--- src/pssh_pkg.sv ---
// pssh_pkg: types, constants and palette tables for the planar sprite converter.
// Used by every module of the block; depends on nothing else.
`default_nettype none
package pssh_pkg;

  // Field and port widths fixed by the item format
  localparam int PLANE_W       = 8;
  localparam int PIX_PER_GROUP = 8;
  localparam int BIT_IDX_W     = 3;
  localparam int ADDR_FIELD_W  = 20;
  localparam int COLOR_W       = 32;
  localparam int IDX_W         = 4;
  localparam int ROW_W         = 14;
  localparam int CFG_IDX_W     = 3;
  localparam int CFG_DATA_W    = 7;
  localparam int FILLER_W      = 4;
  localparam int MODE_W        = 2;

  // Plane queue between front and back
  localparam int QUEUE_DEPTH = 2;
  localparam int QPTR_W      = (QUEUE_DEPTH > 1) ? $clog2(QUEUE_DEPTH) : 1;
  localparam int QCNT_W      = $clog2(QUEUE_DEPTH + 1);

  // Parameter defaults
  localparam int DEF_MAX_SPRITE_DIM    = 64;
  localparam int DEF_MAX_STRIDE        = 64;
  localparam int DEF_ADDRESS_BITS      = 20;
  localparam int DEF_SPRITES_PER_CHUNK = 50;

  // Register reset values
  localparam logic [CFG_DATA_W-1:0] RST_SPRITE_WIDTH  = 7'd16;
  localparam logic [CFG_DATA_W-1:0] RST_SPRITE_HEIGHT = 7'd16;
  localparam logic [CFG_DATA_W-1:0] RST_SHEET_STRIDE  = 7'd50;
  localparam logic [FILLER_W-1:0]   RST_FILLER_SLOTS  = 4'd2;
  localparam logic [MODE_W-1:0]     RST_PALETTE_MODE  = 2'd0;

  localparam logic [CFG_DATA_W-1:0] WIDTH_KEEP_MASK = 7'h78;

  typedef enum logic [CFG_IDX_W-1:0] {
    CFG_SPRITE_WIDTH  = 3'd0,
    CFG_SPRITE_HEIGHT = 3'd1,
    CFG_SHEET_STRIDE  = 3'd2,
    CFG_FILLER_SLOTS  = 3'd3,
    CFG_PALETTE_MODE  = 3'd4
  } cfg_reg_t;

  typedef enum logic [MODE_W-1:0] {
    PAL_NORMAL = 2'd0,
    PAL_DARK   = 2'd1,
    PAL_NIGHT  = 2'd2
  } pal_mode_t;

  typedef enum logic {
    BK_RUN  = 1'b0,
    BK_SKIP = 1'b1
  } bk_state_t;

  typedef struct packed {
    logic [PLANE_W-1:0] transparency_plane;
    logic [PLANE_W-1:0] blue_plane;
    logic [PLANE_W-1:0] green_plane;
    logic [PLANE_W-1:0] red_plane;
    logic [PLANE_W-1:0] intensity_plane;
  } in_item_t;

  typedef struct packed {
    logic [ADDR_FIELD_W-1:0] pixel_address;
    logic [COLOR_W-1:0]      pixel_color;
    logic                    address_overflow;
    logic                    last_pixel;
  } out_item_t;

  // One pixel after classification: opacity and IRGB palette index
  typedef struct packed {
    logic             opaque;
    logic [IDX_W-1:0] idx;
  } pix_code_t;

  // Entry n holds the pixel of plane bit n (bit 7 is leftmost)
  typedef pix_code_t [PIX_PER_GROUP-1:0] group_t;

  localparam logic [COLOR_W-1:0] PAL_NORMAL_TAB [16] = '{
    32'hFF000000, 32'hFF0000AA, 32'hFF00AA00, 32'hFF00AAAA,
    32'hFFAA0000, 32'hFFAA00AA, 32'hFFAA5500, 32'hFFAAAAAA,
    32'hFF555555, 32'hFF5555FF, 32'hFF55FF55, 32'hFF55FFFF,
    32'hFFFF5555, 32'hFFFF55FF, 32'hFFFFFF55, 32'hFFFFFFFF
  };
  localparam logic [COLOR_W-1:0] PAL_DARK_TAB [16] = '{
    32'hFF000000, 32'hFF000000, 32'hFF000000, 32'hFF000000,
    32'hFF000000, 32'hFF000000, 32'hFF000000, 32'hFF000000,
    32'hFF000000, 32'hFF0000AA, 32'hFF00AA00, 32'hFF00AAAA,
    32'hFFAA0000, 32'hFFAA00AA, 32'hFFAA5500, 32'hFFAAAAAA
  };
  localparam logic [COLOR_W-1:0] PAL_NIGHT_TAB [16] = '{
    32'hFF000000, 32'hFF000000, 32'hFF000000, 32'hFF000000,
    32'hFF000000, 32'hFF000000, 32'hFF000000, 32'hFF12073E,
    32'hFF050526, 32'hFF12073E, 32'hFF201254, 32'hFF241B67,
    32'hFF241B67, 32'hFF242472, 32'hFF242472, 32'hFF4576A3
  };

  // Look up the ARGB word; the unused mode code falls back to the normal table
  function automatic logic [COLOR_W-1:0] palette_lookup(logic [MODE_W-1:0] mode,
                                                        logic [IDX_W-1:0] idx);
    logic [COLOR_W-1:0] c;
    unique case (mode)
      PAL_DARK:  c = PAL_DARK_TAB[idx];
      PAL_NIGHT: c = PAL_NIGHT_TAB[idx];
      default:   c = PAL_NORMAL_TAB[idx];
    endcase
    return c;
  endfunction

endpackage
`default_nettype wire

--- src/pssh_front.sv ---
// pssh_front: accepts plane groups, splits them into per-pixel codes and queues them.
// Depends on pssh_pkg.
`default_nettype none
module pssh_front (
  input  wire logic              clk,
  input  wire logic              rst_n,
  input  wire logic              in_valid,
  output logic                   in_stall,
  input  wire pssh_pkg::in_item_t in_data,
  output logic                   head_valid,
  output pssh_pkg::group_t       head_group,
  input  wire logic              pop
);

  pssh_pkg::group_t                 grp_in;
  pssh_pkg::group_t                 q_mem_r [pssh_pkg::QUEUE_DEPTH];
  logic [pssh_pkg::QPTR_W-1:0]      wr_ptr_r, wr_ptr_nxt;
  logic [pssh_pkg::QPTR_W-1:0]      rd_ptr_r, rd_ptr_nxt;
  logic [pssh_pkg::QCNT_W-1:0]      count_r, count_nxt;
  logic                             push;

  // Classify each pixel: opacity bit and IRGB index
  always_comb begin
    for (int i = 0; i < pssh_pkg::PIX_PER_GROUP; i++) begin
      grp_in[i].opaque = in_data.transparency_plane[i];
      grp_in[i].idx    = {in_data.intensity_plane[i], in_data.red_plane[i],
                          in_data.green_plane[i], in_data.blue_plane[i]};
    end
  end

  assign in_stall   = (count_r == pssh_pkg::QCNT_W'(pssh_pkg::QUEUE_DEPTH));
  assign push       = in_valid && !in_stall;
  assign head_valid = (count_r != '0);
  assign head_group = q_mem_r[rd_ptr_r];

  // Advance pointers and fill count
  always_comb begin
    wr_ptr_nxt = wr_ptr_r;
    rd_ptr_nxt = rd_ptr_r;
    count_nxt  = count_r;
    if (push) begin
      wr_ptr_nxt = (wr_ptr_r == pssh_pkg::QPTR_W'(pssh_pkg::QUEUE_DEPTH - 1)) ? '0
                   : wr_ptr_r + 1'b1;
    end
    if (pop) begin
      rd_ptr_nxt = (rd_ptr_r == pssh_pkg::QPTR_W'(pssh_pkg::QUEUE_DEPTH - 1)) ? '0
                   : rd_ptr_r + 1'b1;
    end
    if (push && !pop) begin
      count_nxt = count_r + 1'b1;
    end else if (pop && !push) begin
      count_nxt = count_r - 1'b1;
    end
  end

  always_ff @(posedge clk) begin
    if (!rst_n) begin
      wr_ptr_r <= '0;
      rd_ptr_r <= '0;
      count_r  <= '0;
    end else begin
      wr_ptr_r <= wr_ptr_nxt;
      rd_ptr_r <= rd_ptr_nxt;
      count_r  <= count_nxt;
    end
  end

  // Store the classified group
  always_ff @(posedge clk) begin
    if (push) begin
      q_mem_r[wr_ptr_r] <= grp_in;
    end
  end

endmodule
`default_nettype wire

--- src/pssh_back.sv ---
// pssh_back: walks sprite and slot counters, one pixel a cycle unless stalled or starved,
// and forms address and colour in a four-stage pipeline ending in the output register.
// Depends on pssh_pkg.
`default_nettype none
module pssh_back #(
  parameter int MAX_SPRITE_DIM    = pssh_pkg::DEF_MAX_SPRITE_DIM,
  parameter int MAX_STRIDE        = pssh_pkg::DEF_MAX_STRIDE,
  parameter int ADDRESS_BITS      = pssh_pkg::DEF_ADDRESS_BITS,
  parameter int SPRITES_PER_CHUNK = pssh_pkg::DEF_SPRITES_PER_CHUNK,
  localparam int DIM_W   = $clog2(MAX_SPRITE_DIM + 1),
  localparam int STR_W   = $clog2(MAX_STRIDE + 1),
  localparam int PITCH_W = DIM_W + STR_W
) (
  input  wire logic                            clk,
  input  wire logic                            rst_n,
  input  wire logic                            head_valid,
  input  wire pssh_pkg::group_t                head_group,
  output logic                                 pop,
  input  wire logic [DIM_W-1:0]                width,
  input  wire logic [DIM_W-1:0]                height,
  input  wire logic [STR_W-1:0]                stride,
  input  wire logic [PITCH_W-1:0]              pitch,
  input  wire logic [pssh_pkg::FILLER_W-1:0]   filler,
  input  wire logic [pssh_pkg::MODE_W-1:0]     mode,
  output logic                                 out_valid,
  input  wire logic                            out_stall,
  output pssh_pkg::out_item_t                  out_data
);

  localparam int PX_W   = $clog2(MAX_SPRITE_DIM);
  localparam int COL_W  = (MAX_STRIDE > 1) ? $clog2(MAX_STRIDE) : 1;
  localparam int CNK_W  = (SPRITES_PER_CHUNK > 1) ? $clog2(SPRITES_PER_CHUNK) : 1;
  localparam int ROW_W  = pssh_pkg::ROW_W;
  localparam int X_W    = COL_W + DIM_W + 1;
  localparam int Y_W    = ROW_W + DIM_W + 1;
  localparam int PROD_W = Y_W + PITCH_W;
  localparam int S0_W   = ((PROD_W > X_W) ? PROD_W : X_W) + 1;
  localparam int S1_W   = (S0_W > ADDRESS_BITS + 1) ? S0_W : ADDRESS_BITS + 1;
  localparam int SUM_W  = (S1_W > pssh_pkg::ADDR_FIELD_W) ? S1_W : pssh_pkg::ADDR_FIELD_W;
  localparam logic [SUM_W-1:0] AMASK = {{(SUM_W - ADDRESS_BITS){1'b0}},
                                        {ADDRESS_BITS{1'b1}}};

  // Sequencer state
  pssh_pkg::bk_state_t                 state_r, state_nxt;
  logic [pssh_pkg::BIT_IDX_W-1:0]      bit_r, bit_nxt;
  logic [PX_W-1:0]                     px_r, px_nxt, py_r, py_nxt;
  logic [COL_W-1:0]                    col_r, col_nxt;
  logic [ROW_W-1:0]                    row_r, row_nxt;
  logic [CNK_W-1:0]                    cnk_r, cnk_nxt;
  logic [pssh_pkg::FILLER_W-1:0]       skip_r, skip_nxt;

  logic                                en, issue;
  logic [COL_W:0]                      col_inc;
  logic                                col_wrap;
  logic [COL_W-1:0]                    slot_col;
  logic [ROW_W-1:0]                    slot_row;
  logic [PX_W:0]                       px_inc, py_inc;
  logic [CNK_W:0]                      cnk_inc;
  pssh_pkg::pix_code_t                 pix;

  // Pipeline stages
  logic                                v1_r, v2_r, v3_r;
  logic [COL_W-1:0]                    col_s1_r;
  logic [ROW_W-1:0]                    row_s1_r;
  logic [PX_W-1:0]                     px_s1_r, py_s1_r;
  logic [pssh_pkg::COLOR_W-1:0]        color_s1_r, color_s2_r, color_s3_r;
  logic                                last_s1_r, last_s2_r, last_s3_r;
  logic [X_W-1:0]                      x_s2_r, x_s3_r;
  logic [Y_W-1:0]                      y_s2_r;
  logic [PROD_W-1:0]                   prod_s3_r;
  logic [SUM_W-1:0]                    sum;
  logic                                out_valid_r;
  pssh_pkg::out_item_t                 out_data_r;

  assign en    = !(out_valid_r && out_stall);
  assign issue = (state_r == pssh_pkg::BK_RUN) && head_valid && en;
  assign pop   = issue && (bit_r == pssh_pkg::BIT_IDX_W'(pssh_pkg::PIX_PER_GROUP - 1));
  assign pix   = head_group[~bit_r];

  // One slot step: next column, wrapping to the next sheet row
  always_comb begin
    col_inc  = {1'b0, col_r} + 1'b1;
    col_wrap = (32'(col_inc) >= 32'(stride));
    slot_col = col_wrap ? '0 : COL_W'(col_inc);
    slot_row = col_wrap ? row_r + 1'b1 : row_r;
  end

  // Next state: advance pixel counters on issue, skip filler slots one a cycle
  always_comb begin
    state_nxt = state_r;
    bit_nxt   = bit_r;
    px_nxt    = px_r;
    py_nxt    = py_r;
    col_nxt   = col_r;
    row_nxt   = row_r;
    cnk_nxt   = cnk_r;
    skip_nxt  = skip_r;
    px_inc    = {1'b0, px_r} + 1'b1;
    py_inc    = {1'b0, py_r} + 1'b1;
    cnk_inc   = {1'b0, cnk_r} + 1'b1;
    unique case (state_r)
      pssh_pkg::BK_SKIP: begin
        col_nxt  = slot_col;
        row_nxt  = slot_row;
        skip_nxt = skip_r - 1'b1;
        if (skip_r == pssh_pkg::FILLER_W'(1)) begin
          state_nxt = pssh_pkg::BK_RUN;
        end
      end
      default: begin
        if (issue) begin
          bit_nxt = bit_r + 1'b1;
          if (32'(px_inc) < 32'(width)) begin
            px_nxt = PX_W'(px_inc);
          end else begin
            px_nxt = '0;
            if (32'(py_inc) < 32'(height)) begin
              py_nxt = PX_W'(py_inc);
            end else begin
              py_nxt  = '0;
              col_nxt = slot_col;
              row_nxt = slot_row;
              if (32'(cnk_inc) >= SPRITES_PER_CHUNK) begin
                cnk_nxt = '0;
                if (filler != '0) begin
                  state_nxt = pssh_pkg::BK_SKIP;
                  skip_nxt  = filler;
                end
              end else begin
                cnk_nxt = CNK_W'(cnk_inc);
              end
            end
          end
        end
      end
    endcase
  end

  always_ff @(posedge clk) begin
    if (!rst_n) begin
      state_r <= pssh_pkg::BK_RUN;
      bit_r   <= '0;
      px_r    <= '0;
      py_r    <= '0;
      col_r   <= '0;
      row_r   <= '0;
      cnk_r   <= '0;
      skip_r  <= '0;
    end else begin
      state_r <= state_nxt;
      bit_r   <= bit_nxt;
      px_r    <= px_nxt;
      py_r    <= py_nxt;
      col_r   <= col_nxt;
      row_r   <= row_nxt;
      cnk_r   <= cnk_nxt;
      skip_r  <= skip_nxt;
    end
  end

  // Pipeline valids; the whole pipe holds while the output is stalled
  always_ff @(posedge clk) begin
    if (!rst_n) begin
      v1_r        <= 1'b0;
      v2_r        <= 1'b0;
      v3_r        <= 1'b0;
      out_valid_r <= 1'b0;
    end else if (en) begin
      v1_r        <= issue;
      v2_r        <= v1_r;
      v3_r        <= v2_r;
      out_valid_r <= v3_r;
    end
  end

  assign sum = SUM_W'(prod_s3_r) + SUM_W'(x_s3_r);

  // Stage payloads: colour lookup, x/y products, row offset, final add
  always_ff @(posedge clk) begin
    if (en) begin
      col_s1_r   <= col_r;
      row_s1_r   <= row_r;
      px_s1_r    <= px_r;
      py_s1_r    <= py_r;
      color_s1_r <= pix.opaque ? pssh_pkg::palette_lookup(mode, pix.idx) : '0;
      last_s1_r  <= (bit_r == pssh_pkg::BIT_IDX_W'(pssh_pkg::PIX_PER_GROUP - 1));

      x_s2_r     <= X_W'(col_s1_r) * X_W'(width) + X_W'(px_s1_r);
      y_s2_r     <= Y_W'(row_s1_r) * Y_W'(height) + Y_W'(py_s1_r);
      color_s2_r <= color_s1_r;
      last_s2_r  <= last_s1_r;

      prod_s3_r  <= PROD_W'(y_s2_r) * PROD_W'(pitch);
      x_s3_r     <= x_s2_r;
      color_s3_r <= color_s2_r;
      last_s3_r  <= last_s2_r;

      out_data_r.pixel_address    <= pssh_pkg::ADDR_FIELD_W'(sum & AMASK);
      out_data_r.pixel_color      <= color_s3_r;
      out_data_r.address_overflow <= |(sum >> ADDRESS_BITS);
      out_data_r.last_pixel       <= last_s3_r;
    end
  end

  assign out_valid = out_valid_r;
  assign out_data  = out_data_r;

endmodule
`default_nettype wire

--- src/planar_sprite_to_argb_sheet.sv ---
// planar_sprite_to_argb_sheet: top level; configuration registers, geometry
// clamping, and the front (classify and queue) and back (pixel sequencer) parts.
// Depends on pssh_pkg, pssh_front and pssh_back.
//
//   channel  direction  handshake            payload
//   in_      input      in_valid / in_stall    pssh_pkg::in_item_t (five plane bytes)
//   out_     output     out_valid / out_stall  pssh_pkg::out_item_t (one pixel)
//   cfg_     input      cfg_wen (no wait)      cfg_index, cfg_wdata
//
// Each plane group gives eight pixels at one a cycle while the output is not stalled,
// a pace set by the back sequencer; after a completed chunk of SPRITES_PER_CHUNK sprites,
// pixel issue pauses while the slot counters step through the filler_slots empty slots.
// An issued pixel passes through stages s1, s2 and s3 and then the output register.
// Reset (rst_n low, synchronous) empties the queue and pipe, zeroes all counters
// and loads the register defaults. A stalled output freezes pixel issue and the
// whole pipe; the two-entry queue keeps taking groups until it is full.
`default_nettype none
module planar_sprite_to_argb_sheet #(
  parameter int MAX_SPRITE_DIM    = pssh_pkg::DEF_MAX_SPRITE_DIM,
  parameter int MAX_STRIDE        = pssh_pkg::DEF_MAX_STRIDE,
  parameter int ADDRESS_BITS      = pssh_pkg::DEF_ADDRESS_BITS,
  parameter int SPRITES_PER_CHUNK = pssh_pkg::DEF_SPRITES_PER_CHUNK
) (
  input  wire logic                              clk,
  input  wire logic                              rst_n,
  input  wire logic                              in_valid,
  output logic                                   in_stall,
  input  wire pssh_pkg::in_item_t                in_data,
  output logic                                   out_valid,
  input  wire logic                              out_stall,
  output pssh_pkg::out_item_t                    out_data,
  input  wire logic                              cfg_wen,
  input  wire logic [pssh_pkg::CFG_IDX_W-1:0]    cfg_index,
  input  wire logic [pssh_pkg::CFG_DATA_W-1:0]   cfg_wdata
);

  localparam int DIM_W   = $clog2(MAX_SPRITE_DIM + 1);
  localparam int STR_W   = $clog2(MAX_STRIDE + 1);
  localparam int PITCH_W = DIM_W + STR_W;
  localparam int MAXW    = (MAX_SPRITE_DIM / 8) * 8;

  logic [pssh_pkg::CFG_DATA_W-1:0] width_cfg_r, height_cfg_r, stride_cfg_r;
  logic [pssh_pkg::FILLER_W-1:0]   filler_cfg_r;
  logic [pssh_pkg::MODE_W-1:0]     mode_cfg_r;

  int                              w_int, h_int, s_int;
  logic [DIM_W-1:0]                w_eff, h_eff;
  logic [STR_W-1:0]                s_eff;
  logic [PITCH_W-1:0]              pitch_nxt;
  logic [DIM_W-1:0]                width_r, height_r;
  logic [STR_W-1:0]                stride_r;
  logic [PITCH_W-1:0]              pitch_r;

  logic                            head_valid, pop;
  pssh_pkg::group_t                head_group;

  // Register writes; indexes past the list are dropped
  always_ff @(posedge clk) begin
    if (!rst_n) begin
      width_cfg_r  <= pssh_pkg::RST_SPRITE_WIDTH;
      height_cfg_r <= pssh_pkg::RST_SPRITE_HEIGHT;
      stride_cfg_r <= pssh_pkg::RST_SHEET_STRIDE;
      filler_cfg_r <= pssh_pkg::RST_FILLER_SLOTS;
      mode_cfg_r   <= pssh_pkg::RST_PALETTE_MODE;
    end else if (cfg_wen) begin
      unique case (cfg_index)
        pssh_pkg::CFG_SPRITE_WIDTH:  width_cfg_r  <= cfg_wdata;
        pssh_pkg::CFG_SPRITE_HEIGHT: height_cfg_r <= cfg_wdata;
        pssh_pkg::CFG_SHEET_STRIDE:  stride_cfg_r <= cfg_wdata;
        pssh_pkg::CFG_FILLER_SLOTS:  filler_cfg_r <= pssh_pkg::FILLER_W'(cfg_wdata);
        pssh_pkg::CFG_PALETTE_MODE:  mode_cfg_r   <= pssh_pkg::MODE_W'(cfg_wdata);
        default: ;
      endcase
    end
  end

  // Clamp geometry: width to a multiple of eight, zero to the minimum, cap at maxima
  always_comb begin
    w_int = int'(width_cfg_r & pssh_pkg::WIDTH_KEEP_MASK);
    if (w_int == 0)   w_int = 8;
    if (w_int > MAXW) w_int = MAXW;
    h_int = int'(height_cfg_r);
    if (h_int == 0)              h_int = 1;
    if (h_int > MAX_SPRITE_DIM)  h_int = MAX_SPRITE_DIM;
    s_int = int'(stride_cfg_r);
    if (s_int == 0)          s_int = 1;
    if (s_int > MAX_STRIDE)  s_int = MAX_STRIDE;
    w_eff     = DIM_W'(w_int);
    h_eff     = DIM_W'(h_int);
    s_eff     = STR_W'(s_int);
    pitch_nxt = {{STR_W{1'b0}}, w_eff} * {{DIM_W{1'b0}}, s_eff};
  end

  // Hold clamped geometry and row pitch in registers
  always_ff @(posedge clk) begin
    width_r  <= w_eff;
    height_r <= h_eff;
    stride_r <= s_eff;
    pitch_r  <= pitch_nxt;
  end

  pssh_front u_front (
    .clk        (clk),
    .rst_n      (rst_n),
    .in_valid   (in_valid),
    .in_stall   (in_stall),
    .in_data    (in_data),
    .head_valid (head_valid),
    .head_group (head_group),
    .pop        (pop)
  );

  pssh_back #(
    .MAX_SPRITE_DIM    (MAX_SPRITE_DIM),
    .MAX_STRIDE        (MAX_STRIDE),
    .ADDRESS_BITS      (ADDRESS_BITS),
    .SPRITES_PER_CHUNK (SPRITES_PER_CHUNK)
  ) u_back (
    .clk        (clk),
    .rst_n      (rst_n),
    .head_valid (head_valid),
    .head_group (head_group),
    .pop        (pop),
    .width      (width_r),
    .height     (height_r),
    .stride     (stride_r),
    .pitch      (pitch_r),
    .filler     (filler_cfg_r),
    .mode       (mode_cfg_r),
    .out_valid  (out_valid),
    .out_stall  (out_stall),
    .out_data   (out_data)
  );

endmodule
`default_nettype wire

--- config.mk ---
export PLATFORM = sky130hd
export DESIGN_NAME = planar_sprite_to_argb_sheet
export DESIGN_NICKNAME = d
export VERILOG_FILES = /design/src/pssh_pkg.sv /design/src/pssh_front.sv /design/src/pssh_back.sv /design/src/planar_sprite_to_argb_sheet.sv
export SDC_FILE = /design/constraint.sdc
export NUM_CORES = 2
export LEC_CHECK = 0
export ABC_CLOCK_PERIOD_IN_PS = 8400
export BUFFER_PORTS_ARGS = -buffer_cell sky130_fd_sc_hd__buf_2
export CAP_MARGIN = 20
export CORE_MARGIN = 8
export CORE_UTILIZATION = 61
export DETAILED_ROUTE_END_ITERATION = 8
export PLACE_DENSITY = 0.79
export SLEW_MARGIN = 15
export SYNTH_ARGS = -nofsm -noshare
export SYNTH_HDL_FRONTEND = slang
export SYNTH_SLANG_ARGS = --single-unit
export TNS_END_PERCENT = 20
--- constraint.sdc ---
create_clock -name clk -period 8.4 [get_ports clk]
set_input_delay 2.52 -clock clk [delete_from_list [all_inputs] [get_ports clk]]
set_output_delay 2.52 -clock clk [all_outputs]
set_load 0.005 [all_outputs]
==> impl_summary.log <==
INFO  metric outcome = completed
INFO  metric skew = 33.6 ps
INFO  metric avgSynthCellArea = 11.2 um2
INFO  metric cp_data_arrival_time = 6950 ps
INFO  metric clk_transition_reported_paths = 60 ps
INFO  metric clock_tree.root_cell = clkbuf_16
INFO  metric yosys_register_bits = 420
INFO  metric port_buffers = 110
INFO  metric hold_viol_final = 0
INFO  metric fin_tns_setup = 0 ps
INFO  metric slew_viol_final = 0
INFO  metric grt_setup_unrepaired = no
INFO  metric core_area = 47800 um2
INFO  metric critical_path_peak_fanout = 22
INFO  metric start_to_end_type_of_the_worst_setup_path = register to register
INFO  metric grt_max_degree = between 150 and 200
INFO  metric max_capacitance_violation_total = 0
INFO  metric vias = 19100
INFO  metric globalplace.congestion = 0.927
INFO  metric crit_start = pitch_r[7]$_DFF_P_
INFO  metric yosysWarningCount = 0
INFO  metric hold_path.startpoint = u_back.color_s2_r[5]$_DFFE_PN_
INFO  metric globalRouteTotalUtil = around a fifth
INFO  metric synthFlopType = edfxtp_1
INFO  metric area_delta_synth_final = 8.43%
INFO  metric worstHoldPathType = register to register
INFO  metric fraction_of_final_layout_cells_sized_beyond_drive_strength_1 = 8.52%
INFO  metric fin_crit_sh = 79.2%
INFO  metric numCtsBuffers = 44
INFO  metric rows = 80
INFO  metric leakage_power_summed_over_all_cells = approximately 15 nW
INFO  metric launch_instance_of_the_worst_register_to_register_path = pitch_r[7]$_DFF_P_
INFO  metric clock.fmax = 150 MHz
INFO  metric yosys.cell_types.count = 67
INFO  metric timing.critical_path.from_type = register
INFO  metric p_per_area = ~170 nW/um2
INFO  metric power.ir.vdd_worst = 0.196 mV
INFO  metric synth.yosys.seq_area_share = 39.0%
INFO  metric detail_route.vias_per_cell = 5.67
INFO  metric rrSetupSlack = 1750 ps
INFO  metric post_cts_hold_buffer_count = 0
INFO  metric setup_violations = 0
INFO  metric post-dp-hpwl = ~44000 um
INFO  metric combined_area_of_the_multi_input_logic_cells = 16400 um2
INFO  metric cts_setup_buffers = 0
INFO  metric syn_inst = ~2700
INFO  metric ctsHtreeMaxLevel = 2
INFO  metric die-height = 236 um
INFO  metric initial_utilization = 61.8%
INFO  metric num_io_pins = 111
INFO  metric chipWidth = 236 um
INFO  metric grt_pass1_vias = 20000
INFO  metric finalCriticalPeriod = 6650 ps
INFO  metric initial_antenna_violation_count = 3
INFO  metric cts_repair_resize_count = 0
INFO  metric design.die.area = about 56000 um2
INFO  metric finalWirelength = 58500 um
INFO  metric clock_latency = around 590 ps
INFO  metric drt_first_pass_iters = 7
INFO  metric synth.cell_area = 29600 um2
INFO  metric synth_edf_count = 312
INFO  metric fin_nets = 3341
INFO  metric ys_async_sr_fraction = 0%
INFO  metric cts_tree = done
INFO  metric drt.antenna.violating_nets = 0
INFO  metric critPathCaptureType = register
INFO  metric worst_ep_required_time = between 8000 and 9000 ps
INFO  metric cts.path.max_buffers = 3
INFO  metric cts_sinks = 420
INFO  metric register_area = 11500 um2
INFO  metric drt_first_iter_violations = 1561
INFO  metric slew_headroom = 24.6%
INFO  metric filler_cell_count = 3443
INFO  metric nets_in_the_synthesized_netlist = 3267
INFO  metric final_core_utilization = 67.0%
INFO  metric routed_wire_length_per_instance = between 15 and 20 um
INFO  metric grt_first_pass_wirelength = 97400 um
INFO  metric tightest_pin_transition = ~1100 ps
INFO  metric drc_errors = 0
INFO  metric overflow = 0
==> area by class of cell <==
type                            count  area share, %
Sequential cell                   420           36.0
Timing Repair Buffer              118           2.01
Multi-Input combinational cell   1802           51.1
Tap cell                          615           2.40
Inverter                          339           3.99
Antenna cell                        3         0.0234
Clock buffer                       54           3.74
Clock inverter                     26          0.753
==> critical path, cell delays in order (launching register included) <==
cell and delay (ps):
dfxtp_1 890, nand2_1 220, fa_1 570, fa_1 440
fa_1 540, inv_1 50, fa_1 470, inv_1 50
fa_1 530, inv_1 40, ha_1 290, ha_1 350
o21ai_0 160, o21ai_0 280, nand4_1 200, a31oi_1 300
o211ai_1 230, o21ai_0 390, o221ai_1 230, xnor2_1 160
==> sequential cells by signal, indices dropped and copies added (netlist names), 11 cells and up, named ones only <==
name and count:
u_front.q_mem_r 80, u_back.color_s3_r 23, u_back.x_s2_r 14, u_back.y_s2_r 22
pitch_r 11, u_back.row_s1_r 14, u_back.row_r 14, u_back.color_s2_r 23
u_back.color_s1_r 23, u_back.prod_s3_r 33, u_back.x_s3_r 14, u_back.out_data 45
==> layout by cell type, fill, tap and decap left out, drive strengths merged, types with 25 or more instances in the layout <==
cell type	instances
xor2	37
inv	343
ha	297
nand3	51
nor3	25
fa	264
nand2	286
clkbuf	55
nor2	140
buf	117
o21ai	67
a21oi	101
xnor2	80
dfxtp	108
mux4	25
edfxtp	312
and2	202
==> final timing paths <==
kind / end / cells after the start
worst min-delay path: u_back.color_s3_r[5]$_DFFE_PN_ / 0
worst max register to register: u_back.prod_s3_r[35]$_DFFE_PN_ / 19
worst min register to register: u_back.color_s3_r[5]$_DFFE_PN_ / 0
worst max-delay path: u_back.prod_s3_r[35]$_DFFE_PN_ / 19
==> where the power goes <==
part           total, W  internal (W)  switching, W
clock           0.00192       0.00109      0.000825
combinational  0.000660      0.000291      0.000369
sequential      0.00276       0.00259      0.000167
total           0.00534       0.00398       0.00136
==> per-stage QoR <==
stage	setup WS (ps)	cells	hold slack, ps	power (W)	cell area (um2)
after floorplan	514	2651	400	0.00320	29600
after global placement	2100	3292	400	0.00342	30600
after detailed placement	1850	3292	405	0.00345	30600
after CTS	1840	3372	411	0.00537	32000
after global routing	1510	3377	423	0.00556	32100
final	1750	3377	412	0.00534	32100
==> cells in the mapped netlist, drive strengths merged (6+ instances only) <==
library cell,instances,area [um2]
o41ai,6,60.1
ha,297,3720
nor4,12,75.1
nor3,25,130
a211oi,9,72.6
o21bai,15,113
inv,338,1270
nor2b,24,150
dfxtp,108,2160
and2,202,1270
a21oi,101,505
xnor2,80,701
buf,14,97.6
nor2,140,531
nand2,286,1070
nand2b,13,81.3
o211ai,6,45.0
or2,8,52.6
nand4,14,87.6
xor2,37,324
mux2i,18,180
a31oi,7,43.8
o21ai,67,339
edfxtp,312,9370
a21o,22,165
o21a,9,67.6
clkbuf,76,285
o31ai,7,52.6
fa,264,5290
mux4,25,563
and3,9,56.3
nand3,51,255
==> kinds of logic (layout without fill, tap and decap cells) <==
family	count (synthesis)	in the layout	share of synthesized area, %
other	0	3	0
adders and majority gates	561	561	30.4
and+or+nand+nor	798	798	13.1
buffers and inverters	429	537	5.60
muxes	43	43	2.51
DFF	420	420	39.0
xor gates and xnor gates	117	117	3.47
AOI/OAI and AO/OA	283	283	5.92
==> metal layers <==
| layer | part of all wire [%] | GRT usage [%] | vias to the layer above |
|---|---|---|---|
| met5 | 0 | 0 | - |
| met3 | 6.2 | 3.72 | 120 |
| met1 | 43 | 27.5 | 9387 |
| met2 | 49 | 35.6 | 631 |
| met4 | 2.1 | 5.99 | 0 |
| li1 | - | - | 8993 |
Note: power is estimated with default switching activity, not from simulation.
